<file path="src/sv/cssc_pkg.sv">
// ----------------------------------------------------------------------------
// cssc_pkg
// Shared constants, register codes and types of the set/slice congruence
// filter.
// ----------------------------------------------------------------------------
package cssc_pkg;

  localparam int ADDRESS_WIDTH    = 52;
  localparam int LINE_OFFSET_BITS = 6;
  localparam int COUNT_WIDTH      = 16;

  localparam int MAX_SET_BITS = 20;
  localparam int SLICE_BITS   = 3;
  localparam int BUDGET_WIDTH = 16;
  localparam int CFG_WIDTH    = 52;
  localparam int CFG_IDX_W    = 3;

  // register indexes
  localparam logic [CFG_IDX_W-1:0] REG_VICTIM_ADDRESS   = 3'd0;
  localparam logic [CFG_IDX_W-1:0] REG_SET_INDEX_BITS   = 3'd1;
  localparam logic [CFG_IDX_W-1:0] REG_SLICE_HASH_BITS  = 3'd2;
  localparam logic [CFG_IDX_W-1:0] REG_IGNORE_SLICE     = 3'd3;
  localparam logic [CFG_IDX_W-1:0] REG_CONGRUENT_BUDGET = 3'd4;
  localparam logic [CFG_IDX_W-1:0] REG_OTHER_BUDGET     = 3'd5;

  typedef struct packed {
    logic                 we;
    logic [CFG_IDX_W-1:0] index;
    logic [CFG_WIDTH-1:0] data;
  } cfg_wr_t;

  // classified element, front to back
  typedef struct packed {
    logic                    cong;
    logic [MAX_SET_BITS-1:0] eset;
    logic [SLICE_BITS-1:0]   eslice;
    logic                    last;
  } item_t;

  typedef struct packed {
    logic                    is_congruent;
    logic                    is_kept;
    logic [MAX_SET_BITS-1:0] element_set;
    logic [SLICE_BITS-1:0]   element_slice;
    logic [15:0]             congruent_total;
    logic                    all_congruent;
    logic                    nothing_kept;
    logic                    run_done;
  } result_t;

endpackage

</file>
<file path="src/sv/cssc_front.sv">
// ----------------------------------------------------------------------------
// cssc_front
// Holds the victim and hash configuration and classifies each incoming
// address: set index, slice number and congruence with the victim.
// ----------------------------------------------------------------------------
module cssc_front (
  input  logic                                 clk,
  input  logic                                 rst,
  input  cssc_pkg::cfg_wr_t                    cfg,
  input  logic [cssc_pkg::ADDRESS_WIDTH-1:0]   element_address,
  input  logic                                 last_in_run,
  output cssc_pkg::item_t                      item
);

  localparam logic [63:0] HASH_MASK [cssc_pkg::SLICE_BITS] = '{
    64'h0000_001b_5f57_5440,
    64'h0000_002e_b5fa_a880,
    64'h0000_003c_ccc9_3100
  };

  logic [cssc_pkg::ADDRESS_WIDTH-1:0] victim_address;
  logic [4:0]                         set_index_bits;
  logic [1:0]                         slice_hash_bits;
  logic                               ignore_slice;

  function automatic logic [cssc_pkg::MAX_SET_BITS-1:0] set_of(
    input logic [cssc_pkg::ADDRESS_WIDTH-1:0] a,
    input logic [4:0]                         nbits
  );
    logic [4:0]                        b;
    logic [cssc_pkg::MAX_SET_BITS-1:0] m;
    b = (nbits > 5'(cssc_pkg::MAX_SET_BITS)) ? 5'(cssc_pkg::MAX_SET_BITS) : nbits;
    m = (cssc_pkg::MAX_SET_BITS'(1) << b) - cssc_pkg::MAX_SET_BITS'(1);
    return a[cssc_pkg::LINE_OFFSET_BITS +: cssc_pkg::MAX_SET_BITS] & m;
  endfunction

  function automatic logic [cssc_pkg::SLICE_BITS-1:0] slice_of(
    input logic [cssc_pkg::ADDRESS_WIDTH-1:0] a,
    input logic [1:0]                         nbits
  );
    logic [cssc_pkg::SLICE_BITS-1:0] s;
    for (int i = 0; i < cssc_pkg::SLICE_BITS; i++) begin
      s[i] = (2'(i) < nbits) ? ^(a & HASH_MASK[i][cssc_pkg::ADDRESS_WIDTH-1:0]) : 1'b0;
    end
    return s;
  endfunction

  always_ff @(posedge clk) begin
    if (rst) begin
      victim_address  <= '0;
      set_index_bits  <= 5'd10;
      slice_hash_bits <= 2'd2;
      ignore_slice    <= 1'b0;
    end else if (cfg.we) begin
      case (cfg.index)
        cssc_pkg::REG_VICTIM_ADDRESS:  victim_address  <= cfg.data[cssc_pkg::ADDRESS_WIDTH-1:0];
        cssc_pkg::REG_SET_INDEX_BITS:  set_index_bits  <= cfg.data[4:0];
        cssc_pkg::REG_SLICE_HASH_BITS: slice_hash_bits <= cfg.data[1:0];
        cssc_pkg::REG_IGNORE_SLICE:    ignore_slice    <= cfg.data[0];
        default: ;
      endcase
    end
  end

  logic [cssc_pkg::MAX_SET_BITS-1:0] v_set;
  logic [cssc_pkg::SLICE_BITS-1:0]   v_slice;

  always_comb begin
    v_set       = set_of(victim_address, set_index_bits);
    v_slice     = slice_of(victim_address, slice_hash_bits);
    item.eset   = set_of(element_address, set_index_bits);
    item.eslice = slice_of(element_address, slice_hash_bits);
    item.last   = last_in_run;
    item.cong   = (item.eset == v_set) && ((item.eslice == v_slice) || ignore_slice);
  end

endmodule

</file>
<file path="src/sv/cssc_queue.sv">
// ----------------------------------------------------------------------------
// cssc_queue
// Two-entry queue of classified elements between front and back.
// ----------------------------------------------------------------------------
module cssc_queue (
  input  logic            clk,
  input  logic            rst,
  input  logic            wr_en,
  input  cssc_pkg::item_t wr_item,
  output logic            full,
  input  logic            rd_en,
  output logic            rd_valid,
  output cssc_pkg::item_t rd_item
);

  cssc_pkg::item_t store [2];
  logic            wr_ptr;
  logic            rd_ptr;
  logic [1:0]      count;

  assign full     = (count == 2'd2);
  assign rd_valid = (count != 2'd0);
  assign rd_item  = store[rd_ptr];

  always_ff @(posedge clk) begin
    if (wr_en) store[wr_ptr] <= wr_item;
  end

  always_ff @(posedge clk) begin
    if (rst) begin
      wr_ptr <= 1'b0;
      rd_ptr <= 1'b0;
      count  <= 2'd0;
    end else begin
      if (wr_en) wr_ptr <= ~wr_ptr;
      if (rd_en) rd_ptr <= ~rd_ptr;
      count <= count + 2'(wr_en) - 2'(rd_en);
    end
  end

  a_count_bound: assert property (@(posedge clk) disable iff (rst) count <= 2'd2)
    else $error("queue count above depth");
  a_count_up: assert property (@(posedge clk) disable iff (rst)
    (wr_en && !rd_en) |=> (count == $past(count) + 2'd1))
    else $error("queue count missed a write");

endmodule

</file>
<file path="src/sv/cssc_back.sv">
// ----------------------------------------------------------------------------
// cssc_back
// Applies budgets and run counters to classified elements and holds the
// result register seen on the output side.
// ----------------------------------------------------------------------------
module cssc_back (
  input  logic              clk,
  input  logic              rst,
  input  cssc_pkg::cfg_wr_t cfg,
  input  logic              q_valid,
  input  cssc_pkg::item_t   q_item,
  output logic              q_pop,
  input  logic              pop,
  output logic              res_valid,
  output cssc_pkg::result_t res
);

  localparam logic [cssc_pkg::COUNT_WIDTH-1:0] COUNT_MAX = '1;

  logic [cssc_pkg::BUDGET_WIDTH-1:0] congruent_budget;
  logic [cssc_pkg::BUDGET_WIDTH-1:0] other_budget;
  logic [cssc_pkg::BUDGET_WIDTH-1:0] congruent_left, congruent_left_next;
  logic [cssc_pkg::BUDGET_WIDTH-1:0] other_left, other_left_next;
  logic [cssc_pkg::COUNT_WIDTH-1:0]  congruent_seen, congruent_seen_next;
  logic                              all_match_flag, all_match_flag_next;
  logic                              any_kept_flag, any_kept_flag_next;
  logic                              kept;

  // take an element whenever the result register is free or being drained
  assign q_pop = q_valid && (!res_valid || pop);

  always_comb begin
    congruent_left_next = congruent_left;
    other_left_next     = other_left;
    congruent_seen_next = congruent_seen;
    all_match_flag_next = all_match_flag;
    kept                = 1'b0;
    if (q_item.cong) begin
      if (congruent_left != '0) begin
        kept                = 1'b1;
        congruent_left_next = congruent_left - cssc_pkg::BUDGET_WIDTH'(1);
      end
      if (congruent_seen != COUNT_MAX)
        congruent_seen_next = congruent_seen + cssc_pkg::COUNT_WIDTH'(1);
    end else begin
      if (other_left != '0) begin
        kept            = 1'b1;
        other_left_next = other_left - cssc_pkg::BUDGET_WIDTH'(1);
      end
      all_match_flag_next = 1'b0;
    end
    any_kept_flag_next = any_kept_flag | kept;
  end

  always_ff @(posedge clk) begin
    if (q_pop) begin
      res.is_congruent    <= q_item.cong;
      res.is_kept         <= kept;
      res.element_set     <= q_item.eset;
      res.element_slice   <= q_item.eslice;
      res.congruent_total <= 16'(congruent_seen_next);
      res.all_congruent   <= all_match_flag_next;
      res.nothing_kept    <= q_item.last && !any_kept_flag_next;
      res.run_done        <= q_item.last;
    end
  end

  always_ff @(posedge clk) begin
    if (rst) begin
      res_valid        <= 1'b0;
      congruent_budget <= '0;
      other_budget     <= '0;
      congruent_left   <= '0;
      other_left       <= '0;
      congruent_seen   <= '0;
      all_match_flag   <= 1'b1;
      any_kept_flag    <= 1'b0;
    end else begin
      if (q_pop)    res_valid <= 1'b1;
      else if (pop) res_valid <= 1'b0;

      if (q_pop) begin
        if (q_item.last) begin
          congruent_left <= congruent_budget;
          other_left     <= other_budget;
          congruent_seen <= '0;
          all_match_flag <= 1'b1;
          any_kept_flag  <= 1'b0;
        end else begin
          congruent_left <= congruent_left_next;
          other_left     <= other_left_next;
          congruent_seen <= congruent_seen_next;
          all_match_flag <= all_match_flag_next;
          any_kept_flag  <= any_kept_flag_next;
        end
      end

      // budget writes also reload the remaining count
      if (cfg.we && cfg.index == cssc_pkg::REG_CONGRUENT_BUDGET) begin
        congruent_budget <= cfg.data[cssc_pkg::BUDGET_WIDTH-1:0];
        congruent_left   <= cfg.data[cssc_pkg::BUDGET_WIDTH-1:0];
      end
      if (cfg.we && cfg.index == cssc_pkg::REG_OTHER_BUDGET) begin
        other_budget <= cfg.data[cssc_pkg::BUDGET_WIDTH-1:0];
        other_left   <= cfg.data[cssc_pkg::BUDGET_WIDTH-1:0];
      end
    end
  end

  a_none_only_last: assert property (@(posedge clk) disable iff (rst)
    (res_valid && res.nothing_kept) |-> res.run_done)
    else $error("nothing_kept outside end of run");
  a_all_needs_cong: assert property (@(posedge clk) disable iff (rst)
    (res_valid && !res.is_congruent) |-> !res.all_congruent)
    else $error("all_congruent set on non-congruent element");
  a_hold_on_stall: assert property (@(posedge clk) disable iff (rst)
    (res_valid && !pop) |=> (res_valid && $stable(res)))
    else $error("result changed while waiting");

endmodule

</file>
<file path="src/sv/cache_set_slice_congruence_filter.sv">
// ----------------------------------------------------------------------------
// cache_set_slice_congruence_filter
// Compares a stream of physical line addresses with a victim line by set
// index and XOR-parity slice hash, keeps elements within per-run budgets and
// reports run statistics.
// ----------------------------------------------------------------------------
// Path: an input transfer is written into the queue, and the result
//   register is loaded from the queue once it is free or being drained.
// Throughput: one element per cycle while results are popped; the front
//   classifier and the back budget stage each handle one element a cycle.
// Reset: synchronous; queue and result register empty, config registers at
//   their defaults (set_index_bits 10, slice_hash_bits 2, others 0), run
//   counters reloaded from the zero budgets.
// ----------------------------------------------------------------------------
module cache_set_slice_congruence_filter (
  input  logic                                clk,
  input  logic                                rst,
  // configuration write port
  input  logic                                cfg_we,
  input  logic [cssc_pkg::CFG_IDX_W-1:0]      cfg_index,
  input  logic [cssc_pkg::CFG_WIDTH-1:0]      cfg_data,
  // element input, queue style
  input  logic                                push,
  output logic                                full,
  input  logic [cssc_pkg::ADDRESS_WIDTH-1:0]  element_address,
  input  logic                                last_in_run,
  // result output, queue style
  output logic                                empty,
  input  logic                                pop,
  output logic                                is_congruent,
  output logic                                is_kept,
  output logic [cssc_pkg::MAX_SET_BITS-1:0]   element_set,
  output logic [cssc_pkg::SLICE_BITS-1:0]     element_slice,
  output logic [15:0]                         congruent_total,
  output logic                                all_congruent,
  output logic                                nothing_kept,
  output logic                                run_done
);

  cssc_pkg::cfg_wr_t cfg;
  cssc_pkg::item_t   f_item;     // classified element from the front
  cssc_pkg::item_t   q_item;     // oldest queued element
  cssc_pkg::result_t res;
  logic              q_valid;
  logic              q_pop;
  logic              res_valid;

  assign cfg.we    = cfg_we;
  assign cfg.index = cfg_index;
  assign cfg.data  = cfg_data;

  // Front: victim/hash config and per-address classification (combinational).
  cssc_front u_front (
    .clk             (clk),
    .rst             (rst),
    .cfg             (cfg),
    .element_address (element_address),
    .last_in_run     (last_in_run),
    .item            (f_item)
  );

  // Decoupling queue; a transfer in happens on push while not full.
  cssc_queue u_queue (
    .clk      (clk),
    .rst      (rst),
    .wr_en    (push && !full),
    .wr_item  (f_item),
    .full     (full),
    .rd_en    (q_pop),
    .rd_valid (q_valid),
    .rd_item  (q_item)
  );

  // Back: budgets, run counters and the result register.
  cssc_back u_back (
    .clk       (clk),
    .rst       (rst),
    .cfg       (cfg),
    .q_valid   (q_valid),
    .q_item    (q_item),
    .q_pop     (q_pop),
    .pop       (pop),
    .res_valid (res_valid),
    .res       (res)
  );

  assign empty           = !res_valid;
  assign is_congruent    = res.is_congruent;
  assign is_kept         = res.is_kept;
  assign element_set     = res.element_set;
  assign element_slice   = res.element_slice;
  assign congruent_total = res.congruent_total;
  assign all_congruent   = res.all_congruent;
  assign nothing_kept    = res.nothing_kept;
  assign run_done        = res.run_done;

endmodule

</file>
<file path="config.mk">
export PLATFORM = sky130hd
export DESIGN_NAME = cache_set_slice_congruence_filter
export DESIGN_NICKNAME = d
export VERILOG_FILES = /design/src/sv/cssc_pkg.sv /design/src/sv/cssc_front.sv /design/src/sv/cssc_queue.sv /design/src/sv/cssc_back.sv /design/src/sv/cache_set_slice_congruence_filter.sv
export SDC_FILE = /design/constraint.sdc
export NUM_CORES = 1
export LEC_CHECK = 0
export ABC_AREA = 1
export BUFFER_PORTS_ARGS = -buffer_cell sky130_fd_sc_hd__buf_2
export CORE_MARGIN = 3
export CORE_UTILIZATION = 35
export DETAILED_ROUTE_END_ITERATION = 6
export SLEW_MARGIN = 30
export SYNTH_ARGS = -nofsm -noshare
export SYNTH_HDL_FRONTEND = slang
export SYNTH_SLANG_ARGS = --single-unit
</file>
<file path="constraint.sdc">
create_clock -name clk -period 4.2 [get_ports clk]
set_clock_uncertainty 0.15 [all_clocks]
set_input_delay 0.84 -clock clk [delete_from_list [all_inputs] [get_ports clk]]
set_output_delay 0.84 -clock clk [all_outputs]
set_load 0.005 [all_outputs]
</file>
==> results of run 1 <==
-- worst max-delay path: stages (launching register included) --
cell	delay [ns]
dfxtp_1	0.65
nand3_1	0.23
a21oi_1	0.26
nand4_1	0.12
ha_1	0.31
a21oi_1	0.04
o21ai_0	0.06
o21ai_0	0.09
a21oi_1	0.16
nand3_1	0.09
nor2_1	0.11
nand2_1	0.07
inv_2	0.05
nand2_1	0.04
nor2_1	0.09
nand3_1	0.09
nor3_1	0.17
nand2_1	0.08
nor2_1	0.22
-- registers in the layout, indices dropped and copies added, names as in the netlist, 2 cells and up, named ones only --
name / cells
u_queue.count: 2
u_front.victim_address: 32
u_queue.store: 50
u_back.congruent_budget: 16
u_back.congruent_left: 16
u_back.other_budget: 16
u_front.set_index_bits: 5
u_back.other_left: 16
u_front.slice_hash_bits: 2
u_back.res: 44
u_back.congruent_seen: 16
-- stage by stage --
step / hold slack, ns / util / setup WS [ns] / instances
floorplan: 0.2723 / - / 0.2007 / 1414
global placement: 0.2860 / 0.3875 / 1.023 / 1909
detailed placement: 0.2964 / 0.3875 / 0.9827 / 1909
CTS: 0.3107 / 0.4138 / 0.9737 / 1956
global route: 0.3296 / 0.4138 / 0.6334 / 1956
finish: 0.3030 / 0.4138 / 0.9514 / 1956
-- where the power goes --
part           total (µW)  internal, µW  switching (µW)
registers            3050          2820             228
logic                2840           967            1870
clock network        2190          1330             853
total                8070          5120            2950
-- Yosys cell counts (3+ instances only) --
master / number / area, µm²
o211ai_1: 11 / 82.58
a31oi_1: 21 / 131.4
nand2_2: 5 / 31.28
dfxtp_1: 128 / 2562
nor2_4: 3 / 33.78
clkbuf_8: 3 / 41.29
inv_1: 119 / 446.7
o21ai_1: 7 / 35.03
xnor2_1: 60 / 525.5
inv_2: 16 / 60.06
or2_2: 6 / 37.54
nor3_1: 13 / 65.06
a21oi_1: 94 / 470.5
buf_4: 3 / 22.52
clkbuf_1: 28 / 105.1
nand4_1: 23 / 143.9
a32o_1: 4 / 40.04
nand2_4: 3 / 33.78
xor2_1: 47 / 411.6
ha_1: 6 / 75.07
nand3_1: 72 / 360.4
clkinv_1: 3 / 11.26
nor2_1: 153 / 574.3
and3_1: 3 / 18.77
buf_2: 7 / 35.03
a32oi_1: 6 / 52.55
nand2_1: 374 / 1404
a22oi_1: 6 / 45.04
nor2_2: 6 / 37.54
edfxtp_1: 94 / 2823
o21ai_0: 64 / 320.3
-- kinds of logic (layout without fill, tap and decap cells) --
group,after synthesis,count (layout),synth area share
xor gates and xnor gates,107,107,0.08325
adders and majority gates,6,6,0.006669
and+or+nand+nor,674,674,0.2525
buffers and inverters,183,323,0.06702
DFF,222,222,0.4784
AOI/OAI and AO/OA,222,222,0.1122
-- worst paths after layout --
kind                              from                   end  cells past startpoint
min reg2reg           u_queue.count[1]      u_queue.count[1]                      1
min                   u_queue.count[1]      u_queue.count[1]                      1
max reg2reg  u_front.set_index_bits[4]  u_queue.store[1][24]                     18
max          u_front.set_index_bits[4]  u_queue.store[1][24]                     18
-- area by class of cell --
| cell class | count | area [µm²] |
|---|---|---|
| tap | 402 | 503.0 |
| multi-input combinational | 1009 | 5130 |
| clock inverter | 9 | 96.34 |
| clock buffer | 38 | 737.0 |
| inverter | 139 | 523.0 |
| fill | 3189 | 18540 |
| sequential | 222 | 5385 |
| timing repair buffer | 137 | 718.2 |
-- per-layer routing --
layer | vias up | GRT usage | wire (µm)
met5 | - | 0 | 21
met2 | 242 | 0.2580 | 12800
li1 | 4900 | - | -
met1 | 4427 | 0.2343 | 13960
met4 | 4 | 0.04202 | 648
met3 | 52 | 0.02789 | 1659
==> impl_metrics.py, run 1 <==
metrics = {
    "yosys": {
        "synth-async-reset-ratio": 0,
        "ys_warn_count": 0,
        "synthFlopType": "dfxtp_1",
        "synth-edff-count": 94,
        "ys_seq_area_frac": 0.4784,
        "synth_seq_cells": 222,
        "synth_nets": 1533,
        "postSynthCellCount": 1414,
        "yosysUniqueCellTypes": 50,
        "synth_area_um2": 11260,
        "syn_avg_cell_area_um2": 7.961,
    },
    "worst_setup_path": {
        "cp_max_fo": 13,
        "crit_type": "flip-flop to flip-flop",
        "cp.required_ns": 4.38,
        "r2r_slack_ns": 0.95,
        "startpoint_type": "flip-flop",
        "cp.arrival_ns": 3.42,
        "worstSetupEndpointType": "flip-flop",
    },
    "finish": {
        "drive_gt1_frac": 0.1448,
        "layout.nets": 1654,
        "layout_common_cells": "nand2_1, nor2_1, dfxtp_1, buf_2, inv_1",
        "syn2layout_area_growth_pct": 16.31,
        "n_antenna_cell": 0,
        "stdcell_area_um2": 13090,
        "final_common_cell": "nand2_1",
    },
    "cts": {
        "cts_buffers": 26,
        "postCtsSetupRepairBufs": 0,
        "cts_tree": "done",
        "root_buffer": "clkbuf_16",
        "htreeDepth": 1,
        "clk_pin_slew_worst_paths_ns": 0.06,
        "clk_latency_ns": 0.52,
        "cts_resized": 0,
        "cts_sinks": 222,
        "clock_path_buffers": 3,
        "hold_buffers": 0,
    },
    "pwr": {
        "finalPower_uw": 8075,
        "p_leak_uw": 0.005551,
        "peakVddDrop_v": 0.0002660,
        "pwr_density_cell_nw_per_um2": 616.7,
    },
    "global_routing": {
        "antenna_found_initial": 2,
        "grt-ovfl-total": 0,
        "grt_max_degree": 84,
        "grt_pass1_wl_mm": 45.62,
        "grt_usage": 0.1639,
        "first_global_vias": 8868,
    },
    "route": {
        "vias": 9625,
        "wl_per_cell_um": 14.87,
        "first_iter_violations": 777,
        "drt-total-wl_mm": 29.08,
        "drc": 0,
        "via_per_inst": 4.921,
        "drtPass1Iterations": 5,
        "ant_nets": 0,
    },
    "flow_run": {
        "maxCapViolations": 0,
    },
    "timing": {
        "slew_headroom": 0.3753,
        "setup_viol": 0,
        "rsz0062_at_grt": "no",
        "tightest_slew_ns": 0.9371,
        "post-route-min-period_ns": 3.249,
        "slew_viol_final": 0,
        "finalCritPeriodShare": 0.7735,
        "fin_tns_setup_ns": 0,
        "hold_viol": 0,
        "clock.fmax_mhz": 307.8,
    },
    "floorplanning": {
        "rows": 65,
        "fp.dieArea_um2": 34350,
        "die_y_um": 185.3,
        "io_pins": 159,
        "die_x_um": 185.3,
        "start_util": 0.3558,
        "core-area_um2": 31640,
    },
    "worst_hold_path": {
        "hold_path_class": "flip-flop to flip-flop",
    },
    "place": {
        "hpwl_mm": 20.78,
        "dpl_cell_area_um2": 12260,
        "io_buffer_count": 124,
        "place_congestion": 0.8590,
    },
    "outcome": {
        "status": "finished, final reports clean",
    },
}
(Power assumes the default switching activity.)
==> run 2, diff against run 1 <==
==> constraint.sdc (replaced) <==
create_clock -name clk -period 3.1 [get_ports clk]
set_clock_uncertainty 0.15 [all_clocks]
set_input_delay 0.62 -clock clk [delete_from_list [all_inputs] [get_ports clk]]
set_output_delay 0.62 -clock clk [all_outputs]
set_load 0.005 [all_outputs]
==> impl_metrics.py, run 2 (synthesis results as in run 1) <==
metrics = {
    "cts": {
        "htreeDepth": 1,
        "root_buffer": "clkbuf_16",
        "clk_latency_ns": 0.52,
        "clock_path_buffers": 3,
        "cts_tree": "done",
        "clk_pin_slew_worst_paths_ns": 0.06,
        "hold_buffers": 0,
        "cts_sinks": 222,
        "cts_buffers": 25,
    },
    "pwr": {
        "p_int_uw": 7042,
        "p_sw_uw": 4080,
        "pwr_density_cell_nw_per_um2": 840.6,
        "p_comb_frac": 0.352,
        "power_frac_seq": 0.372,
        "peakVddDrop_v": 0.0003765,
        "clkPwrFrac": 0.276,
        "swShare": 0.3668,
        "p_leak_uw": 0.005610,
    },
    "timing": {
        "slew_viol_final": 0,
        "clock.fmax_mhz": 359.9,
        "tightest_slew_ns": 0.9155,
        "hold_viol": 0,
        "setup_viol": 0,
        "finalCritPeriodShare": 0.8963,
        "post-route-min-period_ns": 2.779,
        "rsz0062_at_grt": "no",
        "slew_headroom": 0.3897,
        "fin_tns_setup_ns": 0,
    },
    "route": {
        "top_layer_used": "met5",
        "ant_nets": 0,
        "routed-wl-met2_mm": 12.90,
        "drtPass1Iterations": 5,
        "wl_met3_mm": 1.574,
        "drc": 0,
        "vias": 9602,
        "wl_per_cell_um": 14.98,
        "m1WireLength_mm": 14.38,
        "via_per_inst": 4.887,
        "drt-total-wl_mm": 29.44,
        "first_iter_violations": 656,
    },
    "floorplanning": {
        "rows": 65,
        "io_pins": 159,
        "start_util": 0.3558,
        "fp.dieArea_um2": 34350,
        "die_y_um": 185.3,
        "core-area_um2": 31640,
        "die_x_um": 185.3,
    },
    "finish": {
        "fill_cells": 3172,
        "syn2layout_area_growth_pct": 17.53,
        "final_common_cell": "nand2_1",
        "drive_gt1_frac": 0.1593,
        "layout_common_cells": "nand2_1, nor2_1, dfxtp_1, buf_2, inv_1",
        "largest_reg_flops": 50,
        "top_register": "u_queue.store",
        "fin_cells": 1965,
        "n_antenna_cell": 0,
        "layout.nets": 1663,
        "reg_top3": "u_queue.store x50, u_back.res x44, u_front.victim_address x32",
    },
    "global_routing": {
        "grt_pass1_wl_mm": 46.47,
        "grt_usage": 0.1679,
        "antenna_found_initial": 2,
        "grt_max_degree": 84,
        "grt-ovfl-total": 0,
        "first_global_vias": 8903,
    },
    "worst_hold_path": {
        "min_from": "last_in_run",
        "hold_depth": 1,
        "hold_path_class": "input pin to flip-flop",
        "whs_endpoint": "u_queue.store[1][0]",
    },
    "worst_setup_path": {
        "max_stage_delay_ns": 0.37,
        "crit_type": "flip-flop to flip-flop",
        "rr_endpoint": "u_queue.store[1][24]",
        "r2r_cells": 20,
        "cpMostUsedCell": "nand2_1",
        "worstSetupEndpointType": "flip-flop",
        "cp.arrival_ns": 3.00,
        "cp.required_ns": 3.32,
        "cp_max_fo": 7,
        "startpoint_type": "flip-flop",
        "crit_chain": "inv_2 > nor2_2 > nand3_2 > a21oi_2 > nand4_1 > ha_1 > a21oi_1 > o21ai_0 > o21ai_1 > a21oi_1 > nand3_1 > nor2_1 > nand2_1 > inv_2 > nand2_1 > nor2_1 > nand3_1 > nor3_2 > nand2_1 > nor2_2",
        "cp_slowest_cell": "dfxtp_4",
        "r2r-start": "u_front.set_index_bits[2]",
        "r2r_slack_ns": 0.32,
    },
    "place": {
        "hpwl_mm": 21.26,
        "dp.cells": 1918,
        "io_buffer_count": 124,
        "place_congestion": 0.8551,
    },
    "outcome": {
        "status": "finished, final reports clean",
    },
    "flow_run": {
        "maxCapViolations": 0,
    },
}
-- run 2: area by class of cell --
class	count	area (µm²)	area share
repair buffers	147	793.3	0.05996
well taps	402	503.0	0.03802
clock inverters	16	195.2	0.01475
flip-flops and latches	222	5391	0.4075
clock buffers	30	664.4	0.05022
inverters	139	523.0	0.03953
multi-input cells	1009	5160	0.3900
-- run 2: repair_timing --
action,in CTS,in global routing
gates resized for setup,0,13
endpoints found under the setup margin,0,2
buffers inserted,0,1
-- run 2: power by group through the flow --
stage	Sequential, µW	Clock [µW]	Combinational, µW
final	4140	3070	3910
after global placement	4190	0	3850
after CTS	4150	3150	3940
after detailed placement	4210	0	3910
after global routing	4210	3260	4440
after floorplan	4170	0	2740
-- run 2: how the worst max path moves through the flow --
stage	start	end	slack, ns	cells after the start
6_report	u_front.set_index_bits[2]	u_queue.store[1][24]	0.32	20
5_1_grt	u_front.set_index_bits[2]	u_queue.store[1][24]	0.02	20
4_1_cts	u_front.set_index_bits[1]	u_queue.store[1][24]	0.13	19
3_5_place_dp	u_front.set_index_bits[1]	u_queue.store[1][24]	0.15	19
3_3_place_gp	u_front.set_index_bits[1]	u_queue.store[0][24]	0.19	19
2_1_floorplan	pop	u_back.congruent_left[7]	0.06	9
-- run 2: worst max-delay path: cells and delay by family (launching register included) --
kind	cells	cell delay, ns
DFF	1	0.37
buffers and inverters	2	0.11
adders and majority gates	1	0.32
and+or+nand+nor	12	1.17
AOI/OAI and AO/OA	5	0.51
-- run 2: per-stage QoR --
stage	worst slack, ns	hold slack, ns	total power, µW	util	area [µm²]
after CTS	0.1252	0.1222	11240	0.4168	13190
after global placement	0.1932	0.2867	8045	0.3896	12330
after detailed placement	0.1478	0.2966	8120	0.3896	12330
after global routing	0.01663	0.1330	11910	0.4182	13230
after floorplan	0.05804	0.2723	6911	-	11260
final	0.3214	0.1448	11120	0.4182	13230
-- run 2: routing by layer --
layer	GRT usage	up-vias
li1	-	4909
met3	0.02592	43
met4	0.03451	4
met2	0.2634	215
met1	0.2460	4431
met5	0	-
==> run 3, diff against run 2 <==
--- a/config.mk
+++ b/config.mk
@@ -8,8 +8,9 @@
 export ABC_AREA = 1
 export BUFFER_PORTS_ARGS = -buffer_cell sky130_fd_sc_hd__buf_2
 export CORE_MARGIN = 3
-export CORE_UTILIZATION = 35
+export CORE_UTILIZATION = 58
 export DETAILED_ROUTE_END_ITERATION = 6
+export PLACE_DENSITY = 0.81
 export SLEW_MARGIN = 30
 export SYNTH_ARGS = -nofsm -noshare
 export SYNTH_HDL_FRONTEND = slang
==> impl_metrics.py, run 3 (synthesis results as in run 1) <==
metrics = {
    "outcome": {
        "status": "finished, final reports clean",
    },
    "floorplanning": {
        "die_y_um": 145.3,
        "fp.dieArea_um2": 21120,
        "rows": 50,
        "core-area_um2": 18890,
        "io_pins": 159,
        "die_x_um": 145.3,
        "start_util": 0.5958,
    },
    "global_routing": {
        "grt-ovfl-total": 0,
        "first_global_vias": 8954,
        "grt_max_degree": 84,
        "grt_usage": 0.2481,
        "grt_pass1_wl_mm": 43.61,
        "antenna_found_initial": 0,
    },
    "route": {
        "first_iter_violations": 768,
        "wl_per_cell_um": 15.19,
        "vias": 9871,
        "drt-total-wl_mm": 27.67,
        "drtPass1Iterations": 5,
        "via_per_inst": 5.421,
        "drc": 0,
        "ant_nets": 0,
    },
    "pwr": {
        "power_frac_seq": 0.386,
        "peakVddDrop_v": 0.0004346,
        "p_int_uw": 6717,
        "pwr_density_cell_nw_per_um2": 827.2,
        "swShare": 0.3721,
        "p_comb_frac": 0.367,
        "p_sw_uw": 3980,
        "clkPwrFrac": 0.247,
        "p_leak_uw": 0.005562,
    },
    "cts": {
        "cts_buffers": 24,
        "htreeDepth": 1,
        "cts_tree": "done",
        "root_buffer": "clkbuf_16",
        "clk_latency_ns": 0.52,
        "clk_pin_slew_worst_paths_ns": 0.06,
        "clock_path_buffers": 3,
        "cts_sinks": 222,
    },
    "finish": {
        "layout.nets": 1663,
        "final_util": 0.6845,
        "syn2layout_area_growth_pct": 14.88,
        "final_common_cell": "nand2_1",
        "layout_common_cells": "nand2_1, nor2_1, dfxtp_1, buf_2, inv_1",
        "top_register": "u_queue.store",
        "n_antenna_cell": 0,
        "fill_cells": 1558,
        "drive_gt1_frac": 0.1531,
        "reg_top3": "u_queue.store x50, u_back.res x44, u_front.victim_address x32",
        "fin_cells": 1821,
        "largest_reg_flops": 50,
    },
    "timing": {
        "post-route-min-period_ns": 2.847,
        "slew_headroom": 0.3923,
        "tightest_slew_ns": 0.9116,
        "slew_viol_final": 0,
        "clock.fmax_mhz": 351.2,
        "hold_ws_ns": 0.1710,
        "hold_viol": 0,
        "setup_viol": 0,
        "finalCritPeriodShare": 0.9184,
    },
    "flow_run": {
        "maxCapViolations": 0,
    },
    "worst_hold_path": {
        "hold_depth": 3,
        "hold_path_class": "input pin to flip-flop",
    },
    "worst_setup_path": {
        "worstSetupEndpointType": "flip-flop",
        "cp_slowest_cell": "o21ai_0",
        "cp.arrival_ns": 3.15,
        "cpMostUsedCell": "inv_1",
        "crit_type": "flip-flop to flip-flop",
        "startpoint_type": "flip-flop",
        "crit_chain": "inv_1 > ha_1 > inv_1 > nor2_1 > nand4_1 > o21ai_0 > nand2_1 > nand2_4 > inv_1 > o21ai_0 > a21oi_1 > nor2_1",
        "cp_max_fo": 19,
        "r2r_slack_ns": 0.25,
        "cp.required_ns": 3.40,
        "max_stage_delay_ns": 0.50,
        "r2r_cells": 12,
    },
    "place": {
        "hpwl_mm": 19.60,
        "io_buffer_count": 124,
        "place_congestion": 0.9020,
        "dp.cells": 1778,
    },
}
==> run 3: cell types whose count changed in the layout (fill, tap and decap cells not counted), moves of 2 or more <==
cell / delta
inv_6: -2
dfxtp_2: -2
bufinv_16: -4
clkinvlp_4: -4
clkbuf_1: +7
dfxtp_1: +2
==> run 3: final cells by class <==
type,count,area (µm²),area share
Clock inverter,6,43.79,0.003386
Clock buffer,37,690.7,0.05341
Multi-Input combinational cell,1009,5160,0.3990
Timing Repair Buffer,148,800.8,0.06192
Sequential cell,222,5389,0.4167
Inverter,139,523.0,0.04044
Tap cell,260,325.3,0.02515
==> run 3: path summary, 6_finish.rpt <==
| kind | startpoint | end |
|---|---|---|
| worst max register to register | u_back.congruent_left[0] | u_back.congruent_left[15] |
| worst min register to register | u_queue.rd_ptr | u_queue.rd_ptr |
| worst min-delay path | cfg_data[33] | u_front.victim_address[33] |
| worst max-delay path | u_back.congruent_left[0] | u_back.congruent_left[15] |
==> run 3: power groups by stage <==
stage,Sequential (µW),Combinational (µW),Clock (µW)
after floorplan,4170,2740,0
final,4130,3920,2650
after global routing,4210,4390,2800
after global placement,4160,3730,0
after detailed placement,4180,3840,0
after CTS,4120,3900,2690
==> run 3: timing repair <==
action                                  CTS  global route
resized for setup                         0            11
hold buffers                              0             0
setup buffers                             0             0
endpoints found under the setup margin    0             2
==> run 3: critical path: cells and delay by family (launching register included) <==
family / cells / cell delay (ns)
simple gates: 5 / 0.86
compound gates: 3 / 0.82
buf+inv: 3 / 0.43
flops: 1 / 0.34
fa+ha+maj: 1 / 0.18
==> run 3: metrics by stage <==
step           worst slack (ns)  power [µW]  TNS (ns)  cell area [µm²]
2_1_floorplan           0.05804        6911         0            11260
3_3_place_gp             0.2013        7888         0            12160
3_5_place_dp             0.2175        8021         0            12160
4_1_cts                  0.1877       10710         0            12900
5_1_grt                -0.03606       11400  -0.07207            12930
6_report                 0.2528       10700         0            12930
==> run 3: metal layers <==
| metal | vias up | global-route usage | part of all wire |
|---|---|---|---|
| li1 | 4932 | - | - |
| met4 | 0 | 0.06363 | 0.026 |
| met3 | 55 | 0.03123 | 0.079 |
| met5 | - | 0 | 0 |
| met2 | 413 | 0.4027 | 0.45 |
| met1 | 4471 | 0.3563 | 0.44 |
